## config.mk

```make
export PLATFORM = sky130hd
export DESIGN_NAME = binary_frame_receiver
export DESIGN_NICKNAME = d
export VERILOG_FILES = /design/src/design/bfr_pkg.sv /design/src/design/bfr_fifo.sv /design/src/design/bfr_frame_engine.sv /design/src/design/binary_frame_receiver.sv
export SDC_FILE = /design/constraint.sdc
export NUM_CORES = 1
export LEC_CHECK = 0
export BUFFER_PORTS_ARGS = -buffer_cell sky130_fd_sc_hd__buf_2
export CAP_MARGIN = 15
export CORE_MARGIN = 2
export CORE_UTILIZATION = 60
export CTS_CLUSTER_DIAMETER = 30
export DETAILED_ROUTE_END_ITERATION = 10
export PLACE_DENSITY = 0.78
export SLEW_MARGIN = 25
export SYNTH_ARGS = -nofsm -noshare
export SYNTH_HDL_FRONTEND = slang
export SYNTH_SLANG_ARGS = --single-unit
```

## constraint.sdc

```tcl
create_clock -name clock -period 5.8 [get_ports clock]
set_input_delay 1.16 -clock clock [delete_from_list [all_inputs] [get_ports clock]]
set_output_delay 1.16 -clock clock [all_outputs]
set_load 0.05 [all_outputs]
```

## src/design/bfr_pkg.sv

```systemverilog
// Shared types and constants for the binary frame receiver.
package bfr_pkg;

   localparam logic [7:0]  SYNC_FIRST         = 8'hB5;
   localparam logic [7:0]  SYNC_SECOND        = 8'h62;
   localparam logic [19:0] DEFAULT_POLL_LIMIT = 20'd100000;

   localparam int ITEM_QUEUE_DEPTH = 4;
   localparam int RSP_QUEUE_DEPTH  = 4;

   localparam logic       OP_IDLE = 1'b0;
   localparam logic       OP_BYTE = 1'b1;

   localparam logic       KIND_PAYLOAD = 1'b0;
   localparam logic       KIND_STATUS  = 1'b1;

   localparam logic [1:0] STATUS_VALID    = 2'd0;
   localparam logic [1:0] STATUS_BAD_SUM  = 2'd1;
   localparam logic [1:0] STATUS_TIMEOUT  = 2'd2;

   typedef struct packed {
      logic       op;
      logic [7:0] rx_byte;
   } item_type;

   typedef struct packed {
      logic        kind;
      logic [7:0]  payload_byte;
      logic [7:0]  msg_class;
      logic [7:0]  msg_id;
      logic [15:0] payload_length;
      logic [1:0]  status;
      logic        last;
   } rsp_type;

endpackage

```

## src/design/bfr_fifo.sv

```systemverilog
// Small synchronous queue used between the front, the frame engine and the result port.
module bfr_fifo #(
   parameter int WIDTH = 8,
   parameter int DEPTH = 4
) (
   input  logic             clock,
   input  logic             reset,
   input  logic             push,
   input  logic [WIDTH-1:0] push_data,
   output logic             full,
   input  logic             pop,
   output logic [WIDTH-1:0] pop_data,
   output logic             empty
);

   localparam int PTR_W = (DEPTH > 1) ? $clog2(DEPTH) : 1;
   localparam int CNT_W = $clog2(DEPTH + 1);

   logic [WIDTH-1:0] mem [DEPTH];
   logic [PTR_W-1:0] wr_ptr_ff, wr_ptr_in;
   logic [PTR_W-1:0] rd_ptr_ff, rd_ptr_in;
   logic [CNT_W-1:0] count_ff, count_in;
   logic             do_push;
   logic             do_pop;

   assign full     = (count_ff == CNT_W'(DEPTH));
   assign empty    = (count_ff == '0);
   assign do_push  = push && !full;
   assign do_pop   = pop && !empty;
   assign pop_data = mem[rd_ptr_ff];

   function automatic logic [PTR_W-1:0] next_ptr(input logic [PTR_W-1:0] ptr);
      if (ptr == PTR_W'(DEPTH - 1)) begin
         return '0;
      end
      return ptr + PTR_W'(1);
   endfunction

   always_comb begin
      wr_ptr_in = do_push ? next_ptr(wr_ptr_ff) : wr_ptr_ff;
      rd_ptr_in = do_pop  ? next_ptr(rd_ptr_ff) : rd_ptr_ff;
      count_in  = count_ff;
      if (do_push && !do_pop) begin
         count_in = count_ff + CNT_W'(1);
      end else if (do_pop && !do_push) begin
         count_in = count_ff - CNT_W'(1);
      end
   end

   always_ff @(posedge clock) begin
      if (do_push) begin
         mem[wr_ptr_ff] <= push_data;
      end
   end

   always_ff @(posedge clock) begin
      if (reset) begin
         wr_ptr_ff <= '0;
         rd_ptr_ff <= '0;
         count_ff  <= '0;
      end else begin
         wr_ptr_ff <= wr_ptr_in;
         rd_ptr_ff <= rd_ptr_in;
         count_ff  <= count_in;
      end
   end

endmodule

```

## src/design/bfr_frame_engine.sv

```systemverilog
// Frame engine: sync hunt, header capture, payload emission, checksum and timeout.
module bfr_frame_engine (
   input  logic              clock,
   input  logic              reset,
   input  logic [19:0]       poll_limit,
   input  logic              item_valid,
   input  bfr_pkg::item_type item,
   output logic              item_take,
   input  logic              rsp_full,
   output logic              rsp_push,
   output bfr_pkg::rsp_type  rsp
);
   import bfr_pkg::*;

   localparam logic [1:0] PH_HUNT   = 2'd0;
   localparam logic [1:0] PH_SYNC2  = 2'd1;
   localparam logic [1:0] PH_HEADER = 2'd2;
   localparam logic [1:0] PH_BODY   = 2'd3;

   logic [1:0]  phase_ff, phase_in;
   logic [1:0]  hdr_pos_ff, hdr_pos_in;
   logic [7:0]  class_ff, class_in;
   logic [7:0]  id_ff, id_in;
   logic [15:0] length_ff, length_in;
   logic [16:0] body_count_ff, body_count_in;
   logic [7:0]  sum_a_ff, sum_a_in;
   logic [7:0]  sum_b_ff, sum_b_in;
   logic [7:0]  rx_sum_a_ff, rx_sum_a_in;
   logic [19:0] poll_count_ff, poll_count_in;

   logic        done;
   logic        emit;
   logic        timeout;
   logic        rearm;
   logic [1:0]  done_status;
   logic [7:0]  sum_a_add;
   logic [7:0]  b;

   assign item_take = item_valid && !rsp_full;
   assign b         = item.rx_byte;
   assign sum_a_add = sum_a_ff + b;
   assign timeout   = ({1'b0, poll_count_ff} + 21'd1) >= {1'b0, poll_limit};

   always_comb begin
      phase_in      = phase_ff;
      hdr_pos_in    = hdr_pos_ff;
      class_in      = class_ff;
      id_in         = id_ff;
      length_in     = length_ff;
      body_count_in = body_count_ff;
      sum_a_in      = sum_a_ff;
      sum_b_in      = sum_b_ff;
      rx_sum_a_in   = rx_sum_a_ff;
      done          = 1'b0;
      emit          = 1'b0;
      done_status   = STATUS_VALID;

      if (item.op == OP_BYTE) begin
         unique case (phase_ff)
            PH_HUNT: begin
               if (b == SYNC_FIRST) begin
                  phase_in = PH_SYNC2;
               end
            end
            PH_SYNC2: begin
               if (b == SYNC_SECOND) begin
                  phase_in   = PH_HEADER;
                  hdr_pos_in = '0;
                  sum_a_in   = '0;
                  sum_b_in   = '0;
               end else begin
                  phase_in = PH_HUNT;
               end
            end
            PH_HEADER: begin
               sum_a_in   = sum_a_add;
               sum_b_in   = sum_b_ff + sum_a_add;
               hdr_pos_in = hdr_pos_ff + 2'd1;
               unique case (hdr_pos_ff)
                  2'd0: class_in = b;
                  2'd1: id_in = b;
                  2'd2: length_in = {8'd0, b};
                  default: begin
                     length_in     = {b, length_ff[7:0]};
                     phase_in      = PH_BODY;
                     body_count_in = '0;
                  end
               endcase
            end
            default: begin
               priority if (body_count_ff < {1'b0, length_ff}) begin
                  sum_a_in = sum_a_add;
                  sum_b_in = sum_b_ff + sum_a_add;
                  emit     = 1'b1;
               end else if (body_count_ff == {1'b0, length_ff}) begin
                  rx_sum_a_in = b;
               end else begin
                  done        = 1'b1;
                  done_status = (rx_sum_a_ff == sum_a_ff && b == sum_b_ff)
                                ? STATUS_VALID : STATUS_BAD_SUM;
               end
               body_count_in = body_count_ff + 17'd1;
            end
         endcase
      end

      rearm         = done || timeout;
      poll_count_in = poll_count_ff + 20'd1;

      rsp.kind           = KIND_STATUS;
      rsp.payload_byte   = '0;
      rsp.msg_class      = class_in;
      rsp.msg_id         = id_in;
      rsp.payload_length = length_in;
      rsp.status         = done ? done_status : STATUS_TIMEOUT;
      rsp.last           = 1'b1;
      if (!rearm) begin
         rsp.kind         = KIND_PAYLOAD;
         rsp.payload_byte = b;
         rsp.status       = STATUS_VALID;
         rsp.last         = 1'b0;
      end
      rsp_push = item_take && (rearm || emit);
   end

   always_ff @(posedge clock) begin
      if (reset || (item_take && rearm)) begin
         phase_ff      <= PH_HUNT;
         hdr_pos_ff    <= '0;
         class_ff      <= '0;
         id_ff         <= '0;
         length_ff     <= '0;
         body_count_ff <= '0;
         sum_a_ff      <= '0;
         sum_b_ff      <= '0;
         rx_sum_a_ff   <= '0;
         poll_count_ff <= '0;
      end else if (item_take) begin
         phase_ff      <= phase_in;
         hdr_pos_ff    <= hdr_pos_in;
         class_ff      <= class_in;
         id_ff         <= id_in;
         length_ff     <= length_in;
         body_count_ff <= body_count_in;
         sum_a_ff      <= sum_a_in;
         sum_b_ff      <= sum_b_in;
         rx_sum_a_ff   <= rx_sum_a_in;
         poll_count_ff <= poll_count_in;
      end
   end

endmodule

```

## src/design/binary_frame_receiver.sv

```systemverilog
// Binary frame receiver top level: poll queue, frame engine and result queue.
// A poll is registered in the poll queue; its result is registered in the result queue.
// Throughput: one poll per cycle by the frame engine, while the result queue is not full.
// Either side may stall alone; the poll queue and result queue absorb up to their depths.
// Reset: synchronous, active high; empties both queues, rearms the engine, limit to 100000.
module binary_frame_receiver #(
   parameter int ITEM_DEPTH = bfr_pkg::ITEM_QUEUE_DEPTH,
   parameter int RSP_DEPTH  = bfr_pkg::RSP_QUEUE_DEPTH
) (
   input  logic        clock,
   input  logic        reset,
   input  logic        push,
   output logic        full,
   input  logic        req_op,
   input  logic [7:0]  req_rx_byte,
   output logic        empty,
   input  logic        pop,
   output logic        rsp_kind,
   output logic [7:0]  rsp_payload_byte,
   output logic [7:0]  rsp_msg_class,
   output logic [7:0]  rsp_msg_id,
   output logic [15:0] rsp_payload_length,
   output logic [1:0]  rsp_status,
   output logic        rsp_last,
   input  logic        csr_write_enable,
   input  logic [19:0] csr_write_data
);
   import bfr_pkg::*;

   logic [19:0] poll_limit_ff;
   item_type    req_item;
   item_type    item_head;
   logic        item_empty;
   logic        item_take;
   rsp_type     eng_rsp;
   rsp_type     rsp_head;
   logic        eng_push;
   logic        rsp_q_full;

   assign req_item.op      = req_op;
   assign req_item.rx_byte = req_rx_byte;

   always_ff @(posedge clock) begin
      if (reset) begin
         poll_limit_ff <= DEFAULT_POLL_LIMIT;
      end else if (csr_write_enable) begin
         poll_limit_ff <= csr_write_data;
      end
   end

   bfr_fifo #(
      .WIDTH($bits(item_type)),
      .DEPTH(ITEM_DEPTH)
   ) u_item_queue (
      .clock    (clock),
      .reset    (reset),
      .push     (push),
      .push_data(req_item),
      .full     (full),
      .pop      (item_take),
      .pop_data (item_head),
      .empty    (item_empty)
   );

   bfr_frame_engine u_engine (
      .clock     (clock),
      .reset     (reset),
      .poll_limit(poll_limit_ff),
      .item_valid(!item_empty),
      .item      (item_head),
      .item_take (item_take),
      .rsp_full  (rsp_q_full),
      .rsp_push  (eng_push),
      .rsp       (eng_rsp)
   );

   bfr_fifo #(
      .WIDTH($bits(rsp_type)),
      .DEPTH(RSP_DEPTH)
   ) u_rsp_queue (
      .clock    (clock),
      .reset    (reset),
      .push     (eng_push),
      .push_data(eng_rsp),
      .full     (rsp_q_full),
      .pop      (pop),
      .pop_data (rsp_head),
      .empty    (empty)
   );

   assign rsp_kind           = rsp_head.kind;
   assign rsp_payload_byte   = rsp_head.payload_byte;
   assign rsp_msg_class      = rsp_head.msg_class;
   assign rsp_msg_id         = rsp_head.msg_id;
   assign rsp_payload_length = rsp_head.payload_length;
   assign rsp_status         = rsp_head.status;
   assign rsp_last           = rsp_head.last;

endmodule

```

* After elaboration in Yosys (flattened, before gate mapping)
Memory sizes are Yosys's and may differ from the RTL's. A register that Yosys moved wholly into a read port is not among the register bits. Cells that the tools add are included.
Storage, ports and cells: memories 2, logic and storage cells 159, bits of input ports 34, register bits after elaboration 131, bits in writable memories 212
Memory list:
- u_rsp_queue.mem | depth 4, width 44, read ports 1, clocked after Yosys merged registers in 1, wr ports 1, RTL line bfr_fifo.sv:19 | logic [WIDTH-1:0] mem [DEPTH];
- u_item_queue.mem | depth 4, width 9, read ports 1, clocked after Yosys merged registers in 1, wr ports 1, RTL line bfr_fifo.sv:19
Operators by class: equal/unequal tests 18, bitwise operators 4, multiplexer cells 61, reduce and logical (&&, ||, !) cells 41, order comparisons 2, add/subtract/negate cells 14
Operators with widths (count):
- $mux 8 | 9
- $pmux 8 s3 | 2
- $mux 2 | 21
- $pmux 17 s2 | 1
- $mux 16 | 2
- $pmux 16 s2 | 1
- $add 20x1->21 const B | 1
- $ge 21x20->1 | 1
- $add 20x1->20 const B | 1
- $add 17x1->17 const B | 1
- $eq 17x16->1 | 1
- $lt 17x16->1 | 1
- $mux 17 | 1
- $add 8x8->8 | 2
- $eq 8x8->1 | 2
- $mux 1 | 16
- $mux 3 | 5
- $reduce_and 5->1 | 3
- $eq 2x2->1 const B | 6
- $logic_and 1x1->1 | 12
- $add 2x1->2 const B | 5
- $mux 9 | 1
- $eq 8x7->1 const B | 1
- $eq 8x8->1 const B | 1
- 18 further kinds | 43

* Longest topological paths before layout
Gate-level depths: netlist of the first run.
word-level depth 13, depth in mapped cells 20, depth with buffers taken out 20

* By module
From an unflattened synthesis of the first run, not the netlist that was laid out.
Unflattened totals: cell total of the unflattened synthesis 1270, area, all modules 16285.6 um2
Modules (own cells, without submodules):
- bfr_frame_engine | instances 1, area each 6880.3 um2, cells each 827, sequential area each 1941.9 um2
- bfr_fifo at u_rsp_queue | instances 1, area each 6852.8 um2, cells each 280, sequential area each 5465.2 um2
- bfr_fifo at u_item_queue | instances 1, area each 1811.7 um2, cells each 97, sequential area each 1261.2 um2
- binary_frame_receiver | instances 1, area each 740.7 um2, cells each 66, sequential area each 400.4 um2

* Worst setup path before layout of the first run
OpenSTA, ideal clock, no wires.
kind reg2reg, from register u_engine.poll_count_ff[0], to memory u_rsp_queue.mem[0][0] (netlist name), enable pin, data required time 5.395 ns, arrival 4.057 ns, cell stages (with the launch flop) 15, clock period less this slack 4.462 ns, slack 1.338 ns, path buffers 0, path through dfxtp_1 > ha_1 > nand3_1 > nor4_1 > nor2b_1 > nand3_1 > nor2_1 > xor2_1 > ha_1 > nand3_1 > nor4_1 > a221oi_1 > o211ai_1 > o21a_1 > and2_1
Between the ends: cells in the longest elaborated chain, start to end 8
RTL lines:
- start, declared | RTL line bfr_frame_engine.sv:29 | logic [19:0] poll_count_ff, poll_count_in;
- start signal, assigned | RTL line bfr_frame_engine.sv:148 | poll_count_ff <= poll_count_in;
- $add 20x1->21 | RTL line bfr_frame_engine.sv:42 | assign timeout = ({1'b0, poll_count_ff} + 21'd1) >= {1'b0, poll_limit};
- $ge 21x20->1 | RTL line bfr_frame_engine.sv:42
- $logic_or 1x1->1 | RTL line bfr_frame_engine.sv:107 | rearm = done || timeout;
- $logic_or 1x1->1 | RTL line bfr_frame_engine.sv:123 | rsp_push = item_take && (rearm || emit);
- $logic_and 1x1->1 | RTL line bfr_frame_engine.sv:123
- $logic_and 1x1->1 | RTL line bfr_fifo.sv:28 | assign do_push = push && !full;
- named net u_rsp_queue.do_push | RTL line bfr_fifo.sv:23 | logic do_push;
- $mux 1 | RTL line bfr_fifo.sv:51 | if (do_push) begin
- $mux 1 (implied by the code) | RTL line bfr_fifo.sv:52 | mem[wr_ptr_ff] <= push_data;
- end, declared | RTL line bfr_fifo.sv:19
The timed path passes the listed nets, and every way through them passes these cells.

* Worst setup path after layout of the first run
from register u_engine.poll_count_ff[0], to memory u_rsp_queue.mem[0][19] (netlist name), enable pin
The elaborated chain is that of the path after synthesis.

==> results.txt, run 1 <==
The final number of max-transition violations was 0. The clock network burns 42.2% of the power. The floorplan has 58 rows. The number of warning messages in the yosys log was 0. For the largest voltage drop on the vdd net, the log shows 284 uV.

The run gives 24.8% as the global-route usage over all layers. The top routing layer in use was met4. The run finished with clean final reports. The tools report the startpoint class of the critical path as a flop. The post-synthesis compound-gate area fraction works out to 5.79%. The top cell type by area accounts for 40.4% of the synthesized area.

Cells fill 72.2% of the core in the end. Data arrives at the worst endpoint at 5290 ps. Once the floorplan was initialized, standard cells occupied 61.2% of the core. Dividing the detail-routed wire length by the instance count gives 19.2 um. Once the clock tree was built, the setup fixing pass inserted 0 buffers. The number of fillers in the final layout is 1696. Total nets after synthesis: 1333.

Data on the critical path is required at its endpoint by 6070 ps. The overall via count from detail_route is 9759. The tool flagged a number of max-cap violations equal to 0. Counting flops with a built-in enable in the synthesized netlist gives 208. The synthesized netlist devotes 6.43% of its cell area to adder and majority cells.

The number of distinct library cell variants in the gate-level netlist after synthesis was 61; the clock latency on the worst-skew pair was 570 ps. In this run, flip-flops and latches consume 34.7% of the power. At the end of routability-driven placement, the weighted congestion stood at 0.826. The clock period minus worst slack works out to 5020 ps. In this run the worst hold path is classified as flop to flop. Setup repair after global routing left no endpoint under its margin. The share of post-route cells with drive strength above 1 was 20.7%. Ranked by instance count, the synthesized netlist is headed by edfxtp_1 (208), dfxtp_1 (135), nor2_1 (130).

The CTS sink count is 343. The repair_antennas step left the layout with diodes totalling 0. The area fraction in and, or, nand and nor cells after synthesis was 10.8%.

For the area inside the core boundary, the log shows 0.0253 mm2. In this run the horizontal extent of the chip is 164 um. The actual slew at the worst max-slew pin is 980 ps. Input and output buffers added on the ports amount to 79. For this block, wires on met1 add up to 14.1 mm. In this run switching power makes up 32.3% of total power.

Detailed routing placed a total of 1.88 mm of wire on met3. Setup violations remaining at the end of the flow were counted as 0. For the number of DRC violations after detailed-routing iteration 0, the log shows 811.

In this run the power spent charging and discharging nets is 2.78 mW. After synthesis, the cell types taking the most area are edfxtp_1 (40%), dfxtp_1 (17%), mux4_2 (6.7%), ha_1 (5.9%), nor2_1 (3.2%). The logs give 0 for the remaining global-route overflow and 5.81 mW for the design internal power.

The analysis attributes to cell leakage a power of 6.98 nW. The kind of end point of the critical path is a flop. Multiplexer cells account for 11.2% of the synthesized area. The run gives 0 as the post-CTS resize count. The post-synthesis to final-layout area growth was 18.0%. By startpoint and endpoint, the worst setup path is classified as flop to flop. The cell with the most instances after synthesis is edfxtp_1. The cell type with the highest aggregate area in the netlist is edfxtp_1. The highest clock rate was 0.199 GHz; the cell count after synthesis was 1222.

The vertical die dimension is 164 um. Entering global routing, the biggest net connects 48 pins. The async set-reset flop share out of synthesis came out at 0%. TritonCTS built the clock tree. In this run, CTS created clock tree buffers numbering 61. The number of nets in the layout was 1422; the netlist area before placement was 0.0154 mm2.

Top flip-flop cell by instance count after synthesis: edfxtp_1. The initial antenna violation count came out at 0. The tools report the wire length of the first global-routing pass as 51.9 mm. The relative contribution of combinational cells to total power was 23.1%; the highest fanout seen on the critical path was 33. Number of endpoints with negative hold slack in the final report: 0. Summing the areas of all xor and xnor instances in the mapped netlist gives 4.65% of the synthesized area. In the routed design, unresolved DRC markers number 0. Count of nets left with antenna violations after detail routing: 0. The number of global-route vias before repair is 9753, and the part of the Yosys area used for sequential elements is 57.9%. The number of ports placed on the die boundary was 80; the number of H-tree branching levels was 2. The combinational family with the most area after synthesis is multiplexers.

Summed over all nets, wire length on met2 after detailed routing comes to 15.8 mm. The number of buffers on the longest clock path is 3, and the final period utilization is 86.6%. The synthesis-stage register bit count is 343. The total power density per cell area came out at 471 mW/mm2.

Wires add up to 32.5 mm. For this design, the CTS-stage hold fixing added 0 buffers. The clock transition at the register clock pins on the worst setup and hold paths after CTS is 60 ps, and the area of the die is 0.0270 mm2. In the final timing run, aggregate negative setup slack is 0 ps.

Dividing the detail-routed via count by the number of cells gives 5.76. Each instance of the synthesized netlist takes up on average 12.6 um2. After legalization and detailed placement, the total HPWL measured 19.9 mm.

The number of detailed-route iterations in the first pass is 5, and the worst max-slew margin expressed relative to the limit is 34.7%. The cell sitting at the root of the clock tree is a clkbuf_16. Summing internal, switching and leakage power gives 8.59 mW. The run gives 25.5 ps as the post-route clock skew.
-- final cells by class --
cell class | count | area [um2] | area share (%)
flip-flops and latches | 343 | 8960 | 49.1
multi-input cells | 757 | 6030 | 33.1
clock buffers | 64 | 1540 | 8.43
clock inverters | 52 | 596 | 3.27
repair buffers | 88 | 475 | 2.61
well taps | 330 | 413 | 2.26
inverters | 60 | 225 | 1.24
-- metrics by stage --
stage | instances | setup slack (ps) | area, um2 | hold WS [ps]
floorplan | 1222 | 1340 | 15400 | 436
global placement | 1578 | 901 | 16100 | 442
detailed placement | 1578 | 792 | 16100 | 446
CTS | 1694 | 751 | 18200 | 454
global route | 1694 | 209 | 18200 | 490
finish | 1694 | 780 | 18200 | 456
-- state kept, by name (all words and copies together), names as in the netlist, named ones only --
register,cells
u_item_queue.mem,36
u_engine.rx_sum_a_ff,8
u_item_queue.wr_ptr_ff,2
u_rsp_queue.mem,172
u_item_queue.rd_ptr_ff,2
poll_limit_ff,20
u_engine.body_count_ff,17
u_item_queue.count_ff,3
u_engine.sum_a_ff,8
u_rsp_queue.wr_ptr_ff,2
u_rsp_queue.rd_ptr_ff,2
u_rsp_queue.count_ff,3
u_engine.phase_ff,2
u_engine.id_ff,8
u_engine.sum_b_ff,8
u_engine.class_ff,8
u_engine.length_ff,16
u_engine.hdr_pos_ff,2
u_engine.poll_count_ff,20
-- layer usage --
metal / vias to the layer above / GRT usage, %
li1: 4650 / -
met1: 4721 / 33.8
met2: 319 / 40.7
met3: 69 / 4.14
met4: 0 / 8.54
met5: - / 0
-- power groups by stage --
| stage | Clock [mW] | Combinational [mW] | Sequential (mW) |
|---|---|---|---|
| after global placement | 0 | 1.91 | 3.02 |
| after CTS | 3.67 | 1.98 | 2.99 |
| after global routing | 3.77 | 2.14 | 3.02 |
| after floorplan | 0 | 1.60 | 2.92 |
| final | 3.62 | 1.98 | 2.99 |
| after detailed placement | 0 | 1.96 | 3.03 |
-- path summary, 6_finish.rpt --
path | start | endpoint | slack, ps | depth (start not counted)
worst min register to register | u_engine.length_ff[2]$_SDFFE_PP0P_ | u_engine.length_ff[2]$_SDFFE_PP0P_ | 460 | 2
worst max register to register | u_engine.poll_count_ff[0]$_SDFFE_PP0P_ | u_rsp_queue.mem[0][19]$_DFFE_PP_ | 780 | 16
worst max-delay path | u_engine.poll_count_ff[0]$_SDFFE_PP0P_ | u_rsp_queue.mem[0][19]$_DFFE_PP_ | 780 | 16
worst min-delay path | u_engine.length_ff[2]$_SDFFE_PP0P_ | u_engine.length_ff[2]$_SDFFE_PP0P_ | 460 | 2
-- kinds of logic after synthesis --
| group | Yosys count |
|---|---|
| mux | 103 |
| buf+inv | 122 |
| fa+ha+maj | 77 |
| xor+xnor | 82 |
| flops | 343 |
| simple gates | 360 |
| compound gates | 135 |
-- critical path: stages (launching register included) --
cell	delay, ps
dfxtp_1	380
ha_1	230
nand3_1	190
nor4_1	520
nor2b_1	310
nand3_1	190
nor2_1	160
xor2_1	80
ha_1	310
nand3_1	100
nor4_1	320
a221oi_1	150
o211ai_1	120
buf_4	240
o21a_1	270
and2_2	810
buf_4	340
-- layout by cell type, fill, tap and decap left out, drive strengths merged, types with 10 or more instances in the layout --
cell type | netlist | layout
a211oi | 16 | 16
a21o | 16 | 16
a21oi | 47 | 47
a22oi | 10 | 10
and2 | 12 | 12
and3 | 12 | 12
buf | 22 | 88
clkbuf | 40 | 64
clkinv | 1 | 21
dfxtp | 135 | 135
edfxtp | 208 | 208
ha | 73 | 73
inv | 59 | 75
mux2 | 18 | 18
mux2i | 33 | 33
mux4 | 52 | 52
nand2 | 93 | 93
nand3 | 24 | 24
nand4 | 13 | 13
nor2 | 130 | 130
nor2b | 16 | 16
nor3 | 28 | 28
o211ai | 11 | 11
o21ai | 17 | 17
xnor2 | 29 | 29
xor2 | 53 | 53
Note: power is estimated with default switching activity, not from simulation.
==> run 2: changes to the inputs <==
CORE_UTILIZATION = 61   (was 60)
PLACE_DENSITY = 0.89   (was 0.78)
==> run 2 against run 1 <==
Worst hold slack better by 17 ps. Clock skew is 3.1 ps lower. Non-clock buffer count is 2 lower. Cell count is 0.12% lower. Total power is 1.1% higher. Register-to-register slack worse by 160 ps. Critical path depth is 5 higher. Sequential power hardly changed. Combinational power is 3% higher. Critical endpoint is now u_rsp_queue.count_ff[2]$_SDFFE_PP0P_. Largest cell class unchanged. Largest power group unchanged.
==> results.txt, run 2 (synthesis results as in run 1) <==
The delay of the slowest cell on the worst path was 570 ps (-240 ps); the total power density per cell area was 476 mW/mm2 (+1.0%). The wire length of the first global-routing pass is 54.4 mm (+4.7%). The tools report the number of global-route vias before repair as 10400 (+6.5%). The actual slew at the worst max-slew pin was 910 ps (-69.8 ps); the number of buffers on the longest clock path was 3 (unchanged). The run gives 5 (unchanged) as the number of detailed-route iterations in the first pass. CTS placed an instance of clkbuf_16 at the clock tree root. The worst setup path is launched from a flop.

The worst max-slew margin expressed relative to the limit was 39.3% (+4.7 points); the number of placed cells counting well taps was 1576 (-0.13%). Half-perimeter wire length after detailed placement: 20.6 mm (+3.6%). For this design, the slowest cell found on the critical path is nor4_1. For the setup fix buffers added after clock tree synthesis, the log shows 0 (unchanged).

The overall die width came out at 163 um (-0.80%). u_rsp_queue.mem holds more flip-flops than any other register. Number of flip-flops under the largest register name: 172 (unchanged). The worst hold path belongs to the class flop to flop. The routed length per placed instance was 20.1 um (+4.9%); the highest clock rate was 0.193 GHz (-3.0%). The top cell family by delay on the critical path was simple AND/OR/NAND/NOR gates. For the number of nets in the layout, the log shows 1420 (-0.14%). The critical path goes through ha_1 > nand3_1 > nor4_1 > nor2b_1 > nand3_1 > nor2_1 > xor2_1 > ha_1 > a21o_1 > a21o_1 > a31o_2 > a221oi_1 > o211ai_1 > buf_4 > o21a_1 > ha_1 > inv_1 > fa_1 > xor2_1 > or3_1 > a21oi_1. The final period utilization is 89.2% (+2.7 points). The static power due to leakage came out at 6.98 nW (+0.10%).

The post-route setup TNS is 0 ps (unchanged), and the highest fanout seen on the critical path is 16 (-52%). The total CTS buffers is 61 (unchanged). After detailed routing, no signal wire sits above met4.

The run gives 0.785 (-5.0%) as the global placer's final weighted congestion. Total power: 8.69 mW (+1.1%). The post-route clock skew was 22.4 ps (-3.07 ps). The area of the die was 0.0266 mm2 (-1.6%). The logs give 80 (unchanged) for the number of ports placed on the die boundary and 2 (unchanged) for the number of H-tree branching levels. For the pin count of the biggest net entering global routing, the log shows 58 (+21%).

In the final layout, the registers with the most flip-flops are u_rsp_queue.mem: 172 flops, u_item_queue.mem: 36 flops. The number of standard cells in the layout, taps in and fillers out was 1692 (-0.12%). The logs give 10100 (+3.3%) for the overall via count from detail_route and 0 (unchanged) for the count of nets left with antenna violations after detail routing. The post-synthesis to final-layout area growth was 18.1% (about the same); the share of post-route cells with drive strength above 1 was 20.5% (-0.19 points). The run gives 5680 ps (+390 ps) as the data arrival time of the critical path. Required time of the critical path: 6300 ps (+230 ps). The clock period minus worst slack came out at 5180 ps (+156 ps). STA classifies the critical path endpoint as a flop.

The global-route usage over all layers was 26.1% (+1.3 points); the met3 routed wirelength was 2.19 mm (+17%). The per-cell via count in the routed design is 5.96 (+3.4%). The most common cell type on the critical path is ha_1.

The CTS sink count came out at 343 (unchanged). The tools report the final wirelength as 34.1 mm (+4.8%). The core utilization of the finished layout is 72.9% (+0.69 points). The number of inserted diodes was 0 (unchanged); the largest voltage drop on the vdd net was 404 uV (+42%). The clock transition at the register clock pins on the worst setup and hold paths after CTS is 50 ps (about the same), and the remaining global-route overflow is 0 (unchanged).

Setup repair after global routing left no endpoint under its margin. Met1 wire length: 13.6 mm (-3.3%). TritonCTS built the clock tree. The tools report the final number of max-transition violations as 0 (unchanged). Leaving out fill and tap cells, the most frequent cell in the layout is edfxtp_1.

The amount of wire on met2 after detailed routing was 17.4 mm (+10%); the initial standard-cell utilization of the core was 61.7% (+0.53 points). The logs give 0 (unchanged) for the number of endpoints with negative hold slack in the final report and 473 ps (+16.9 ps) for the smallest hold slack. For the post-CTS resize count, the log shows 0 (unchanged). The run gives 0 (unchanged) as the hold buffer count at CTS. The top cell types in the final layout, fill and taps aside, are edfxtp_1 (208), dfxtp_1 (133), nor2_1 (129).

The vertical die dimension works out to 163 um (-0.80%). The run finished with clean final reports. The area inside the core boundary is 0.0250 mm2 (-0.86%), and the initial antenna violation count is 0 (unchanged).

The logs give 0 (unchanged) for the count of final setup violators and 0 (unchanged) for the total DRC errors in the routed layout. The combined buffer and inverter count along the critical path is 2 (unchanged), and the clock latency on the worst-skew pair is 580 ps (about the same). The logs give 1127 (+39%) for the number of DRC violations after detailed-routing iteration 0 and 58 (unchanged) for the count of standard-cell rows. By startpoint and endpoint, the worst setup path is classified as flop to flop. The total of max-cap violations is 0 (unchanged), and the count of input and output buffers is 79 (unchanged).
-- run 2: cell types whose count changed in the layout (fill, tap and decap cells not counted), moves of 2 or more --
cell       previous run  this run
inv_8                 4         1
buf_4                 8         6
clkbuf_16            61        63
clkbuf_8              0         2
clkinv_8              2         0
-- run 2: metal layers --
layer  vias up  track usage, %
met5         -               0
met4         0            8.45
met3        66            4.55
met2       409            46.0
met1      4967            32.9
li1       4638               -
-- run 2: metrics by stage --
stage | area (um2) | setup slack [ps]
2_1_floorplan | 15400 | 1340
3_3_place_gp | 16100 | 932
3_5_place_dp | 16100 | 676
4_1_cts | 18200 | 660
5_1_grt | 18300 | 363
6_report | 18300 | 624
-- run 2: worst reg2reg max path: cells and delay by family (launching register included) --
kind,cells,cell delay (ps)
AO/OA/AOI/OAI,7,1450
XOR/XNOR,2,270
adder cells (fa/ha/maj),4,940
buffers and inverters,2,300
flip-flops,1,380
AND/OR/NAND/NOR,6,1780
-- run 2: layout make-up --
class	instances	area, um2
flip-flops and latches	343	8950
fillers	1549	6790
multi-input cells	757	6040
clock buffers	69	1620
clock inverters	47	539
repair buffers	86	460
well taps	330	413
inverters	60	225
-- run 2: report_power, final --
part	internal, mW	switching (mW)
combinational	0.669	1.36
sequential	2.82	0.169
clock	2.39	1.28
-- run 2: worst paths after layout --
kind | end | startpoint | cells past startpoint | slack (ps)
worst min register to register | u_engine.length_ff[6]$_SDFFE_PP0P_ | u_engine.length_ff[6]$_SDFFE_PP0P_ | 2 | 470
worst max-delay path | u_rsp_queue.count_ff[2]$_SDFFE_PP0P_ | u_engine.poll_count_ff[0]$_SDFFE_PP0P_ | 21 | 620
worst max register to register | u_rsp_queue.count_ff[2]$_SDFFE_PP0P_ | u_engine.poll_count_ff[0]$_SDFFE_PP0P_ | 21 | 620
worst min-delay path | u_engine.length_ff[6]$_SDFFE_PP0P_ | u_engine.length_ff[6]$_SDFFE_PP0P_ | 2 | 470
